File: src/rtl/tec_pkg.sv
package tec_pkg;

    // field widths
    localparam int COORD_BITS  = 12;
    localparam int EXTENT_W    = COORD_BITS + 1;
    localparam int SAMPLE_W    = 16;
    localparam int EDGE_LIMIT  = 65535;

    // arithmetic widths
    localparam int PROD_W      = SAMPLE_W + EXTENT_W;
    localparam int NUM_W       = PROD_W + 1;
    localparam int BITS_PER_ST = 4;
    localparam int DIV_W       = ((NUM_W + BITS_PER_ST - 1) / BITS_PER_ST) * BITS_PER_ST;
    localparam int ACC_W       = COORD_BITS + DIV_W;
    localparam int EDGE_CALC_W = DIV_W + 2;

    // pipeline depth
    localparam int FRONT_STAGES = 3;
    localparam int DIV_STAGES   = DIV_W / BITS_PER_ST;
    localparam int PIPE_DEPTH   = FRONT_STAGES + DIV_STAGES + 1;

    // stream packing
    localparam int IN_FIELDS_W = 4 * SAMPLE_W + 2 * COORD_BITS + EXTENT_W;
    localparam int IN_DATA_W   = ((IN_FIELDS_W + 7) / 8) * 8;
    localparam int OUT_DATA_W  = 2 * SAMPLE_W;

    // data carried alongside the division
    typedef struct packed {
        logic                reject;
        logic                hi_neg;
        logic [SAMPLE_W-1:0] near_avg;
        logic [SAMPLE_W-1:0] far_avg;
    } t_side;

    typedef struct packed {
        logic [NUM_W-1:0]      num_lo;
        logic [NUM_W-1:0]      num_hi;
        logic [COORD_BITS-1:0] divisor;
        t_side                 side;
    } t_div_req;

    typedef struct packed {
        logic [DIV_W-1:0] q_lo;
        logic [DIV_W-1:0] q_hi;
        t_side            side;
    } t_div_rsp;

endpackage

File: src/rtl/tec_front.sv
module tec_front
    import tec_pkg::*;
(
    input  logic                    i_clk,
    input  logic [FRONT_STAGES-1:0] i_en,
    input  logic [SAMPLE_W-1:0]     i_near_a,
    input  logic [SAMPLE_W-1:0]     i_near_b,
    input  logic [SAMPLE_W-1:0]     i_far_a,
    input  logic [SAMPLE_W-1:0]     i_far_b,
    input  logic [COORD_BITS-1:0]   i_near_point,
    input  logic [COORD_BITS-1:0]   i_far_point,
    input  logic [EXTENT_W-1:0]     i_extent,
    output t_div_req                o_req
);

    // stage a: averages, spans, offset to the last pixel
    logic [SAMPLE_W:0]     n_sum_near;
    logic [SAMPLE_W:0]     n_sum_far;
    logic [SAMPLE_W-1:0]   n_near_avg;
    logic [SAMPLE_W-1:0]   n_far_avg;
    logic [COORD_BITS:0]   n_tdiff;
    logic [SAMPLE_W:0]     n_rdiff;
    logic [COORD_BITS+1:0] n_off;
    logic [COORD_BITS+1:0] n_off_abs;
    logic                  n_reject;

    logic [SAMPLE_W-1:0]   r_a_rspan;
    logic [COORD_BITS-1:0] r_a_tspan;
    logic [COORD_BITS-1:0] r_a_np;
    logic [EXTENT_W-1:0]   r_a_off;
    logic                  r_a_off_neg;
    t_side                 r_a_side;

    always_comb begin
        n_sum_near = {1'b0, i_near_a} + {1'b0, i_near_b} + {{SAMPLE_W{1'b0}}, 1'b1};
        n_sum_far  = {1'b0, i_far_a} + {1'b0, i_far_b} + {{SAMPLE_W{1'b0}}, 1'b1};
        n_near_avg = n_sum_near[SAMPLE_W:1];
        n_far_avg  = n_sum_far[SAMPLE_W:1];
        n_tdiff    = {1'b0, i_far_point} - {1'b0, i_near_point};
        n_rdiff    = {1'b0, n_far_avg} - {1'b0, n_near_avg};
        n_off      = {1'b0, i_extent} - {{(COORD_BITS+1){1'b0}}, 1'b1}
                     - {2'b00, i_far_point};
        n_off_abs  = n_off[COORD_BITS+1] ? (~n_off + {{(COORD_BITS+1){1'b0}}, 1'b1}) : n_off;
        n_reject   = n_tdiff[COORD_BITS] || (n_tdiff == '0)
                     || n_rdiff[SAMPLE_W] || (n_rdiff == '0)
                     || (i_extent <= {{(EXTENT_W-1){1'b0}}, 1'b1});
    end

    always_ff @(posedge i_clk) begin
        if (i_en[0]) begin
            r_a_rspan          <= n_rdiff[SAMPLE_W-1:0];
            r_a_tspan          <= n_tdiff[COORD_BITS-1:0];
            r_a_np             <= i_near_point;
            r_a_off            <= n_off_abs[EXTENT_W-1:0];
            r_a_off_neg        <= n_off[COORD_BITS+1];
            r_a_side.reject    <= n_reject;
            r_a_side.hi_neg    <= 1'b0;
            r_a_side.near_avg  <= n_near_avg;
            r_a_side.far_avg   <= n_far_avg;
        end
    end

    // stage b: the two span products
    logic [PROD_W-1:0]     r_b_prod_lo;
    logic [PROD_W-1:0]     r_b_prod_hi;
    logic [COORD_BITS-1:0] r_b_tspan;
    logic                  r_b_off_neg;
    t_side                 r_b_side;

    always_ff @(posedge i_clk) begin
        if (i_en[1]) begin
            r_b_prod_lo <= PROD_W'(r_a_rspan) * PROD_W'(r_a_np);
            r_b_prod_hi <= PROD_W'(r_a_rspan) * PROD_W'(r_a_off);
            r_b_tspan   <= r_a_tspan;
            r_b_off_neg <= r_a_off_neg;
            r_b_side    <= r_a_side;
        end
    end

    // stage c: add the half-span bias, split the high numerator into sign and magnitude
    logic [NUM_W-1:0] n_half;
    logic [NUM_W-1:0] n_plo;
    logic [NUM_W-1:0] n_phi;
    logic [NUM_W-1:0] n_num_hi;
    logic             n_hi_neg;
    t_side            n_side;

    always_comb begin
        n_half = NUM_W'(r_b_tspan >> 1);
        n_plo  = NUM_W'(r_b_prod_lo);
        n_phi  = NUM_W'(r_b_prod_hi);
        if (!r_b_off_neg) begin
            n_num_hi = n_phi + n_half;
            n_hi_neg = 1'b0;
        end else if (n_phi > n_half) begin
            n_num_hi = n_phi - n_half;
            n_hi_neg = 1'b1;
        end else begin
            n_num_hi = n_half - n_phi;
            n_hi_neg = 1'b0;
        end
        n_side        = r_b_side;
        n_side.hi_neg = n_hi_neg;
    end

    t_div_req r_c_req;

    always_ff @(posedge i_clk) begin
        if (i_en[2]) begin
            r_c_req.num_lo  <= n_plo + n_half;
            r_c_req.num_hi  <= n_num_hi;
            r_c_req.divisor <= r_b_tspan;
            r_c_req.side    <= n_side;
        end
    end

    assign o_req = r_c_req;

endmodule

File: src/rtl/tec_div.sv
module tec_div
    import tec_pkg::*;
(
    input  logic                  i_clk,
    input  logic [DIV_STAGES-1:0] i_en,
    input  t_div_req              i_req,
    output t_div_rsp              o_rsp
);

    // one restoring step: shift in the next dividend bit, subtract when it fits
    function automatic logic [ACC_W-1:0] div_step(
        input logic [ACC_W-1:0]      acc,
        input logic [COORD_BITS-1:0] d
    );
        logic [COORD_BITS:0] trial;
        logic [COORD_BITS:0] diff;
        logic                fits;
        trial = acc[ACC_W-1:DIV_W-1];
        diff  = trial - {1'b0, d};
        fits  = (trial >= {1'b0, d});
        return {(fits ? diff[COORD_BITS-1:0] : trial[COORD_BITS-1:0]),
                acc[DIV_W-2:0], fits};
    endfunction

    logic [ACC_W-1:0]      r_acc_lo [DIV_STAGES];
    logic [ACC_W-1:0]      r_acc_hi [DIV_STAGES];
    logic [COORD_BITS-1:0] r_dvs    [DIV_STAGES];
    t_side                 r_side   [DIV_STAGES];

    // each stage retires four quotient bits of both lanes
    for (genvar s = 0; s < DIV_STAGES; s++) begin : g_stage
        logic [ACC_W-1:0]      w_lo_in;
        logic [ACC_W-1:0]      w_hi_in;
        logic [COORD_BITS-1:0] w_dvs_in;
        t_side                 w_side_in;
        logic [ACC_W-1:0]      n_lo;
        logic [ACC_W-1:0]      n_hi;

        if (s == 0) begin : g_first
            assign w_lo_in   = ACC_W'(i_req.num_lo);
            assign w_hi_in   = ACC_W'(i_req.num_hi);
            assign w_dvs_in  = i_req.divisor;
            assign w_side_in = i_req.side;
        end else begin : g_next
            assign w_lo_in   = r_acc_lo[s-1];
            assign w_hi_in   = r_acc_hi[s-1];
            assign w_dvs_in  = r_dvs[s-1];
            assign w_side_in = r_side[s-1];
        end

        always_comb begin
            n_lo = w_lo_in;
            n_hi = w_hi_in;
            for (int k = 0; k < BITS_PER_ST; k++) begin
                n_lo = div_step(n_lo, w_dvs_in);
                n_hi = div_step(n_hi, w_dvs_in);
            end
        end

        always_ff @(posedge i_clk) begin
            if (i_en[s]) begin
                r_acc_lo[s] <= n_lo;
                r_acc_hi[s] <= n_hi;
                r_dvs[s]    <= w_dvs_in;
                r_side[s]   <= w_side_in;
            end
        end
    end

    assign o_rsp.q_lo = r_acc_lo[DIV_STAGES-1][DIV_W-1:0];
    assign o_rsp.q_hi = r_acc_hi[DIV_STAGES-1][DIV_W-1:0];
    assign o_rsp.side = r_side[DIV_STAGES-1];

endmodule

File: src/rtl/tec_back.sv
module tec_back
    import tec_pkg::*;
(
    input  logic                i_clk,
    input  logic                i_en,
    input  t_div_rsp            i_rsp,
    output logic                o_bounds_ok,
    output logic [SAMPLE_W-1:0] o_low_edge,
    output logic [SAMPLE_W-1:0] o_high_edge
);

    // saturate a signed edge to the sample range
    function automatic logic [SAMPLE_W-1:0] clamp_edge(input logic [EDGE_CALC_W-1:0] v);
        logic [SAMPLE_W-1:0] res;
        if (v[EDGE_CALC_W-1]) begin
            res = '0;
        end else if (v > EDGE_CALC_W'(EDGE_LIMIT)) begin
            res = SAMPLE_W'(EDGE_LIMIT);
        end else begin
            res = v[SAMPLE_W-1:0];
        end
        return res;
    endfunction

    logic [EDGE_CALC_W-1:0] n_lo;
    logic [EDGE_CALC_W-1:0] n_hi;
    logic [SAMPLE_W-1:0]    n_lo_c;
    logic [SAMPLE_W-1:0]    n_hi_c;
    logic                   n_ok;

    // apply the quotients, clamp and check ordering
    always_comb begin
        n_lo = EDGE_CALC_W'(i_rsp.side.near_avg) - EDGE_CALC_W'(i_rsp.q_lo);
        if (i_rsp.side.hi_neg) begin
            n_hi = EDGE_CALC_W'(i_rsp.side.far_avg) - EDGE_CALC_W'(i_rsp.q_hi);
        end else begin
            n_hi = EDGE_CALC_W'(i_rsp.side.far_avg) + EDGE_CALC_W'(i_rsp.q_hi);
        end
        n_lo_c = clamp_edge(n_lo);
        n_hi_c = clamp_edge(n_hi);
        n_ok   = !i_rsp.side.reject && (n_lo_c < n_hi_c);
    end

    logic                r_ok;
    logic [SAMPLE_W-1:0] r_low;
    logic [SAMPLE_W-1:0] r_high;

    always_ff @(posedge i_clk) begin
        if (i_en) begin
            r_ok   <= n_ok;
            r_low  <= n_ok ? n_lo_c : '0;
            r_high <= n_ok ? n_hi_c : '0;
        end
    end

    assign o_bounds_ok = r_ok;
    assign o_low_edge  = r_low;
    assign o_high_edge = r_high;

endmodule

File: src/rtl/touch_axis_edge_extrapolation.sv
// Two-point touch calibration for one screen axis.
// The slave stream carries one request per beat: two raw samples at the near
// target, two at the far target, both target pixels and the screen extent.
// The master stream returns one result per request, in order: the raw reading
// extrapolated to pixel zero and to the last pixel, and a flag in tuser that
// is low when the calibration is rejected (both edges then read zero).
// From acceptance to tvalid on the master side a request passes three
// front stages (averages and spans, the span multipliers, bias and sign), eight
// stages of the pipelined divider with four quotient bits each, and the output
// register that clamps and checks the edges.
// Throughput is one request per cycle while the receiver does not stall.
// Each stage moves on whenever it is empty or the stage after it moves, so
// bubbles are squeezed out and new requests are taken while a result waits.
// When the receiver stalls, results pile up until every stage holds one; only
// then does tready drop. Nothing is lost or repeated.
// Reset clears the valid bits of all stages; data registers are not reset.
module touch_axis_edge_extrapolation
    import tec_pkg::*;
(
    input  logic                  i_clk,
    input  logic                  i_rst_n,
    input  logic                  i_s_axis_tvalid,
    output logic                  o_s_axis_tready,
    // first_near_sample, second_near_sample, first_far_sample, second_far_sample,
    // near_point, far_point, screen_extent, zero padding
    input  logic [IN_DATA_W-1:0]  i_s_axis_tdata,
    output logic                  o_m_axis_tvalid,
    input  logic                  i_m_axis_tready,
    // low_edge, high_edge
    output logic [OUT_DATA_W-1:0] o_m_axis_tdata,
    // bounds_ok
    output logic                  o_m_axis_tuser
);

    localparam int P_NA = 0;
    localparam int P_NB = P_NA + SAMPLE_W;
    localparam int P_FA = P_NB + SAMPLE_W;
    localparam int P_FB = P_FA + SAMPLE_W;
    localparam int P_NP = P_FB + SAMPLE_W;
    localparam int P_FP = P_NP + COORD_BITS;
    localparam int P_EX = P_FP + COORD_BITS;

    logic [PIPE_DEPTH-1:0] r_v;
    logic [PIPE_DEPTH-1:0] w_en;

    // stage enables: a stage loads when it is empty or its successor loads
    always_comb begin
        w_en[PIPE_DEPTH-1] = !r_v[PIPE_DEPTH-1] || i_m_axis_tready;
        for (int i = PIPE_DEPTH - 2; i >= 0; i--) begin
            w_en[i] = !r_v[i] || w_en[i+1];
        end
    end

    // valid bits travelling with the data
    always_ff @(posedge i_clk) begin
        if (!i_rst_n) begin
            r_v <= '0;
        end else begin
            for (int i = 0; i < PIPE_DEPTH; i++) begin
                if (w_en[i]) begin
                    r_v[i] <= (i == 0) ? i_s_axis_tvalid : r_v[(i == 0) ? 0 : i - 1];
                end
            end
        end
    end

    t_div_req w_req;
    t_div_rsp w_rsp;

    tec_front u_front (
        .i_clk        (i_clk),
        .i_en         (w_en[FRONT_STAGES-1:0]),
        .i_near_a     (i_s_axis_tdata[P_NA +: SAMPLE_W]),
        .i_near_b     (i_s_axis_tdata[P_NB +: SAMPLE_W]),
        .i_far_a      (i_s_axis_tdata[P_FA +: SAMPLE_W]),
        .i_far_b      (i_s_axis_tdata[P_FB +: SAMPLE_W]),
        .i_near_point (i_s_axis_tdata[P_NP +: COORD_BITS]),
        .i_far_point  (i_s_axis_tdata[P_FP +: COORD_BITS]),
        .i_extent     (i_s_axis_tdata[P_EX +: EXTENT_W]),
        .o_req        (w_req)
    );

    tec_div u_div (
        .i_clk (i_clk),
        .i_en  (w_en[FRONT_STAGES +: DIV_STAGES]),
        .i_req (w_req),
        .o_rsp (w_rsp)
    );

    logic [SAMPLE_W-1:0] w_low;
    logic [SAMPLE_W-1:0] w_high;

    tec_back u_back (
        .i_clk       (i_clk),
        .i_en        (w_en[PIPE_DEPTH-1]),
        .i_rsp       (w_rsp),
        .o_bounds_ok (o_m_axis_tuser),
        .o_low_edge  (w_low),
        .o_high_edge (w_high)
    );

    assign o_s_axis_tready = w_en[0];
    assign o_m_axis_tvalid = r_v[PIPE_DEPTH-1];
    assign o_m_axis_tdata  = {w_high, w_low};

endmodule

File: config.mk
export PLATFORM = sky130hd
export DESIGN_NAME = touch_axis_edge_extrapolation
export DESIGN_NICKNAME = d
export VERILOG_FILES = /design/src/rtl/tec_pkg.sv /design/src/rtl/tec_front.sv /design/src/rtl/tec_div.sv /design/src/rtl/tec_back.sv /design/src/rtl/touch_axis_edge_extrapolation.sv
export SDC_FILE = /design/constraint.sdc
export NUM_CORES = 2
export LEC_CHECK = 0
export BUFFER_PORTS_ARGS = -buffer_cell sky130_fd_sc_hd__buf_4
export CORE_MARGIN = 1.5
export CORE_UTILIZATION = 55
export CTS_CLUSTER_DIAMETER = 60
export DETAILED_ROUTE_END_ITERATION = 12
export PLACE_DENSITY_LB_ADDON = 0.2
export RECOVER_POWER = 25
export SYNTH_ARGS = -nofsm -noshare
export SYNTH_HDL_FRONTEND = slang
export SYNTH_SLANG_ARGS = --single-unit
File: constraint.sdc
create_clock -name i_clk -period 23.5 [get_ports i_clk]
set_clock_uncertainty 0.2 [all_clocks]
set_input_delay 2.35 -clock i_clk [delete_from_list [all_inputs] [get_ports i_clk]]
set_output_delay 2.35 -clock i_clk [all_outputs]
set_load 0.01 [all_outputs]
# Yosys cells after proc, flatten, opt, wreduce, memory -nomap -nowiden
# Memories as Yosys holds them, arrays and structs flattened.
# Cells that the tools add are included.
# op_classes
order_cmp	67
mul	2
bitwise_logic	1
mux	87
reduce_logical	32
n_addsub	78
# ops
op	count
greater-or-equal comparator 13 x 12 -> 1 bit	61
two-way mux 12 bit	62
subtractor 12 bit	61
> comparator 34 x 16 -> 1 bit, second input constant	2
subtractor 16 x 32 -> 33 bit	2
two-way mux 16 bit	4
two-way mux 30 bit	2
adder 16 x 16 -> 17 bit	2
adder 17 x 1 -> 17 bit, second input constant	2
two-way mux 34 bit	1
adder 16 x 32 -> 33 bit	1
adder 29 x 11 -> 30 bit	1
subtractor 11 x 29 -> 30 bit	1
subtractor 29 x 11 -> 30 bit	1
adder 28 x 11 -> 29 bit	1
> comparator 29 x 11 -> 1 bit	1
multiplier 16 x 13 -> 29 bit	1
multiplier 16 x 12 -> 28 bit	1
zero test 17 bit	1
two-way mux 1 bit	17
subtractor 16 x 16 -> 17 bit	1
logical OR 1 bit	16
< comparator 16 bit	1
subtractor 13 x 1 -> 14 bit, second input constant	1
other kinds (11)	23
# totals
ff_bits	341
elab_cells	308
memories	4
in_bits	108
out_inout_bits	35
ramBits	1072
# memory_table
memory	depth	word_bits	rd	rd_ports_with_merged_regs	wr	line_no	text
u_div.r_acc_hi	8	44	8	0	8	tec_div.sv:26	logic [ACC_W-1:0] r_acc_hi [DIV_STAGES];
u_div.r_acc_lo	8	44	8	0	8	tec_div.sv:25	logic [ACC_W-1:0] r_acc_lo [DIV_STAGES];
u_div.r_side	8	34	8	0	8	tec_div.sv:28	t_side r_side [DIV_STAGES];
u_div.r_dvs	8	12	7	0	8	tec_div.sv:27	logic [COORD_BITS-1:0] r_dvs [DIV_STAGES];

# Depth between registers and ports, before layout
# logic_depth
ltp_word	13
ltp_mapped	56
ltp_nobuf	50

# Modules after synthesis
# Synthesis repeated with hierarchy kept, for this count alone.
# unflattened
hier_cells	9932
area_unflattened_um2	104143.6
# modules_own_cells
module	n_inst	cells_per_inst	area_per_inst_um2
tec_div	1	6421	70173.6
tec_front	1	2736	27991.8
tec_back	1	723	5480.3
touch_axis_edge_extrapolation	1	52	498.0

# Least setup slack after synthesis
# Ideal clock, no wire load.
# synth_timing
path_kind	input port to output port
from	in i_m_axis_tready
to	out o_s_axis_tready
slack_ps	12277
t_arrival_ps	8673
cell_stages	9
t_required_ps	20950
n_path_buf	0
cell_sequence	nor2b_1 and3_1 and2_1 and3_1 nand2_1 nor2_1 and3_1 and2_1 nand2_1
# synth_between
elab_chain_len	12
# synth_rtl
item	line_no	text
start, declared	touch_axis_edge_extrapolation.sv:28	input logic i_m_axis_tready,
logical OR 1 bit	touch_axis_edge_extrapolation.sv:48	w_en[PIPE_DEPTH-1] = !r_v[PIPE_DEPTH-1] || i_m_axis_tready;
logical OR 1 bit (6 in a row)	touch_axis_edge_extrapolation.sv:50	w_en[i] = !r_v[i] || w_en[i+1];
named net u_div.i_en[2]	tec_div.sv:5	input logic [DIV_STAGES-1:0] i_en,
logical OR 1 bit (5 in a row)	touch_axis_edge_extrapolation.sv:50	
end, declared	touch_axis_edge_extrapolation.sv:23	output logic o_s_axis_tready,
# The timed path passes the listed nets, and every way through them passes these cells.

==> summary.txt <==
Routing
  – Overall via count from detail_route: 71,736
  – Drt drc: 0
  – First-pass DRT Iterations: 9
  – Final wirelength: 245,000 µm
  – DR WL/cell: 20.0 µm
  – DRT antenna net count: 0
  – Avg Vias per Cell: 5.87
  – DR iter-0 viols: 4,818

Yosys
  – Synth Cell Area: 101,000 µm²
  – Sequential area share after synthesis: 40.3%
  – Avg Cell Area, Syn: 10.6 µm²
  – Synth cell types: 104
  – Async SR Flop Fraction: 0%
  – Post-Syn Instances: 9,557
  – Main synth FF type: edfxtp_1
  – Top cells by area, synth: edfxtp_1 40%, ha_1 13%, fa_1 7.2%
  – Number of synthesized flops with an enable pin: 1,348
  – #FFs+latches synth: 1,360
  – YS warnings: 0
  – Yosys top cell by area: edfxtp_1
  – Post-synth top area share: 40.1%

Layout
  – Layout cell share with drive strength beyond 1: 9.19%
  – Fillcell total: 14,879
  – Area Growth Syn to Fin: 8.77%
  – Final core utilization: 60.1%
  – Final-stage net count: 11,227

Die
  – Row count: 157
  – Core region area: 183,000 µm²
  – I/O pin count: 143
  – Die width: 431 µm
  – Die Height: 431 µm
  – Initial core utilization: 55.3%
  – Die area: 186,000 µm²

Status
  – Status: completed

Timing
  – Unrepaired setup endpoints after global routing: false
  – Final setup TNS: 0 ns
  – Tcrit/Tclk final: 57.4%
  – Final setup viols: 0
  – Worst-margin pin slew: 1.25 ns
  – Fin crit period: 13.48 ns
  – Final Hold Fails: 0
  – Max Slew Vio Count: 0
  – FMAX: 0.0742 GHz
  – Max-slew headroom: 16.2%
  – Hold slack: 0.183 ns

Global routing
  – First-pass GRT wire length: 383,000 µm
  – Vias in the first global route: 70,856
  – Antenna violations before repair: 2
  – Grt ovf: 0
  – Gr usage total: 26.1%
  – Largest net degree at the start of global routing: 84

Placed design
  – Routability cong.: 0.956
  – Final HPWL DP: 189,000 µm
  – Port Buf Inserts: 139

Clock network
  – Clk_lat worst skew: 0.80 ns
  – Root Buffer: clkbuf_16
  – CTS clock-pin slew for the worst setup and hold paths: 0.06 ns
  – Hold Buf Count CTS: 0
  – H-Tree Depth: 4
  – CTS tree: yes
  – Buffer count from post-CTS setup fixing: 0
  – Clock buffer depth: 3
  – Post-CTS Resized: 0
  – Number of CTS-inserted buffers: 154
  – Sink Count: 1,360

Setup path
  – Crit Path Max Fanout: 21
  – Startpoint types: register
  – Critical path arrival: 13.84 ns
  – CP most frequent cell: o21ai_0
  – Worst path required time: 23.85 ns
  – CP max stage cell: nor4_4
  – Crit-path max cell delay: 0.85 ns
  – Kind of critical path: reg -> reg
  – Worst setup EP type: register

Job
  – Max_cap viols: 0

Hold path
  – Worst hold path type: reg -> reg
[final cells by class]
cell class                 count  area, µm²  share of cell area [%]
antenna                        2       5.00                 0.00456
clock buffer                 184       4030                    3.67
clock inverter                98       1040                   0.947
inverter                     981       3710                    3.38
multi-input combinational   7024      55900                    50.9
sequential                  1360      40700                    37.1
tap                         2385       2980                    2.72
timing repair buffer         196       1470                    1.34
[placed cells by master, fill, tap and decap left out, drive strengths merged, types with 23 or more instances in the layout]
master and instances:
a21oi 560, buf 196, a211oi 66, o21ai 498
o31ai 59, nand2 746, nor2 655, nor4 38
ha 1039, or3 48, a31oi 46, edfxtp 1348
mux2i 67, nand3 130, clkinv 68, mux2 363
a211o 23, o211ai 31, nor3 158, nor2b 164
and2 177, clkbuf 184, xnor2 427, a21o 209
o21a 117, nand2b 112, nand4 136, and3 60
fa 363, xor2 207, or2 31, inv 1001
o21bai 82, a21boi 111
[per-layer routing]
metal / share of wire [%] / vias to the layer above / global-route usage, % / wire length (µm)
met3: 4.6 / 479 / 3.06 / 11200
met4: 4.3 / 2 / 10.8 / 10500
met5: 0.0045 / - / 0 / 11
met1: 42 / 34831 / 33.0 / 103000
li1: - / 34601 / - / -
met2: 49 / 1823 / 45.2 / 120000
[cell families (layout without fill, tap and decap cells)]
logic type,count (synthesis),count (layout),share of synthesized area (%)
compound gates,2030,2030,12.9
other cells,1,7,0.00371
mux,430,430,4.75
fa+ha+maj,1402,1402,20.1
flops,1360,1360,40.3
xor+xnor,634,634,5.50
buf+inv,1177,1459,4.44
simple gates,2523,2523,12.0
[cells in the mapped netlist, types with 14 or more instances]
library cell  number
a211o_1           23
a211oi_1          62
a21boi_0         106
a21o_1           209
a21oi_1          558
a22oi_1           14
a31o_2            18
a31oi_1           46
and2_1           176
and3_1            60
buf_1             17
buf_2             20
clkbuf_1         153
edfxtp_1        1348
fa_1             363
ha_1            1039
inv_1            977
mux2_2           354
mux2i_1           66
nand2_1          746
nand2b_1         112
nand3_1          130
nand3b_1          14
nand4_1          136
nor2_1           655
nor2b_1          164
nor3_1           158
nor4_1            33
o2111ai_1         18
o211ai_1          30
o21a_1           117
o21ai_0          482
o21bai_1          82
o31a_1            19
o31ai_1           57
o41ai_1           18
or2_2             31
or3_1             47
or4_1             14
xnor2_1          427
xor2_1           207
[registers in the layout (all words and copies together), names as in the netlist, 28 cells and up]
signal	flops
u_div.r_side	272
u_front.r_b_prod_lo	28
u_front.n_side	33
u_front.r_a_side	33
u_div.r_acc_hi	340
u_div.r_dvs	84
u_div.r_acc_lo	324
u_front.r_b_prod_hi	29
u_front.o_req	105
[stage by stage]
stage               cell area, µm²  setup slack, ns  instances
floorplan                   101000            12.28       9561
global placement            105000            10.39      11946
CTS                         110000            10.01      12228
global route                110000             8.84      12228
finish                      110000            10.02      12230
detailed placement          105000            10.13      11946
[critical path: cells and delay by family, from the launching register on]
| kind | cells | cell delay (ns) |
|---|---|---|
| AOI/OAI and AO/OA | 27 | 6.81 |
| and+or+nand+nor | 10 | 2.63 |
| adders and majority gates | 4 | 1.40 |
| buffers and inverters | 4 | 0.96 |
| DFF | 1 | 0.72 |
| muxes | 1 | 0.44 |
[worst paths after layout]
kind,startpoint,end,slack (ns),cells after the start
max reg2reg,u_div.r_dvs[2][13]$_DFFE_PP_,u_div.r_acc_hi[1][123]$_DFFE_PP_,10.02,46
max,u_div.r_dvs[2][13]$_DFFE_PP_,u_div.r_acc_hi[1][123]$_DFFE_PP_,10.02,46
min reg2reg,u_front.r_a_side[14]$_DFFE_PP_,u_front.n_side[14]$_DFFE_PP_,0.18,0
min,u_front.r_a_side[14]$_DFFE_PP_,u_front.n_side[14]$_DFFE_PP_,0.18,0
Power is not shown: default switching activity piles up to over one toggle a cycle in this logic, so the estimate is an artifact.
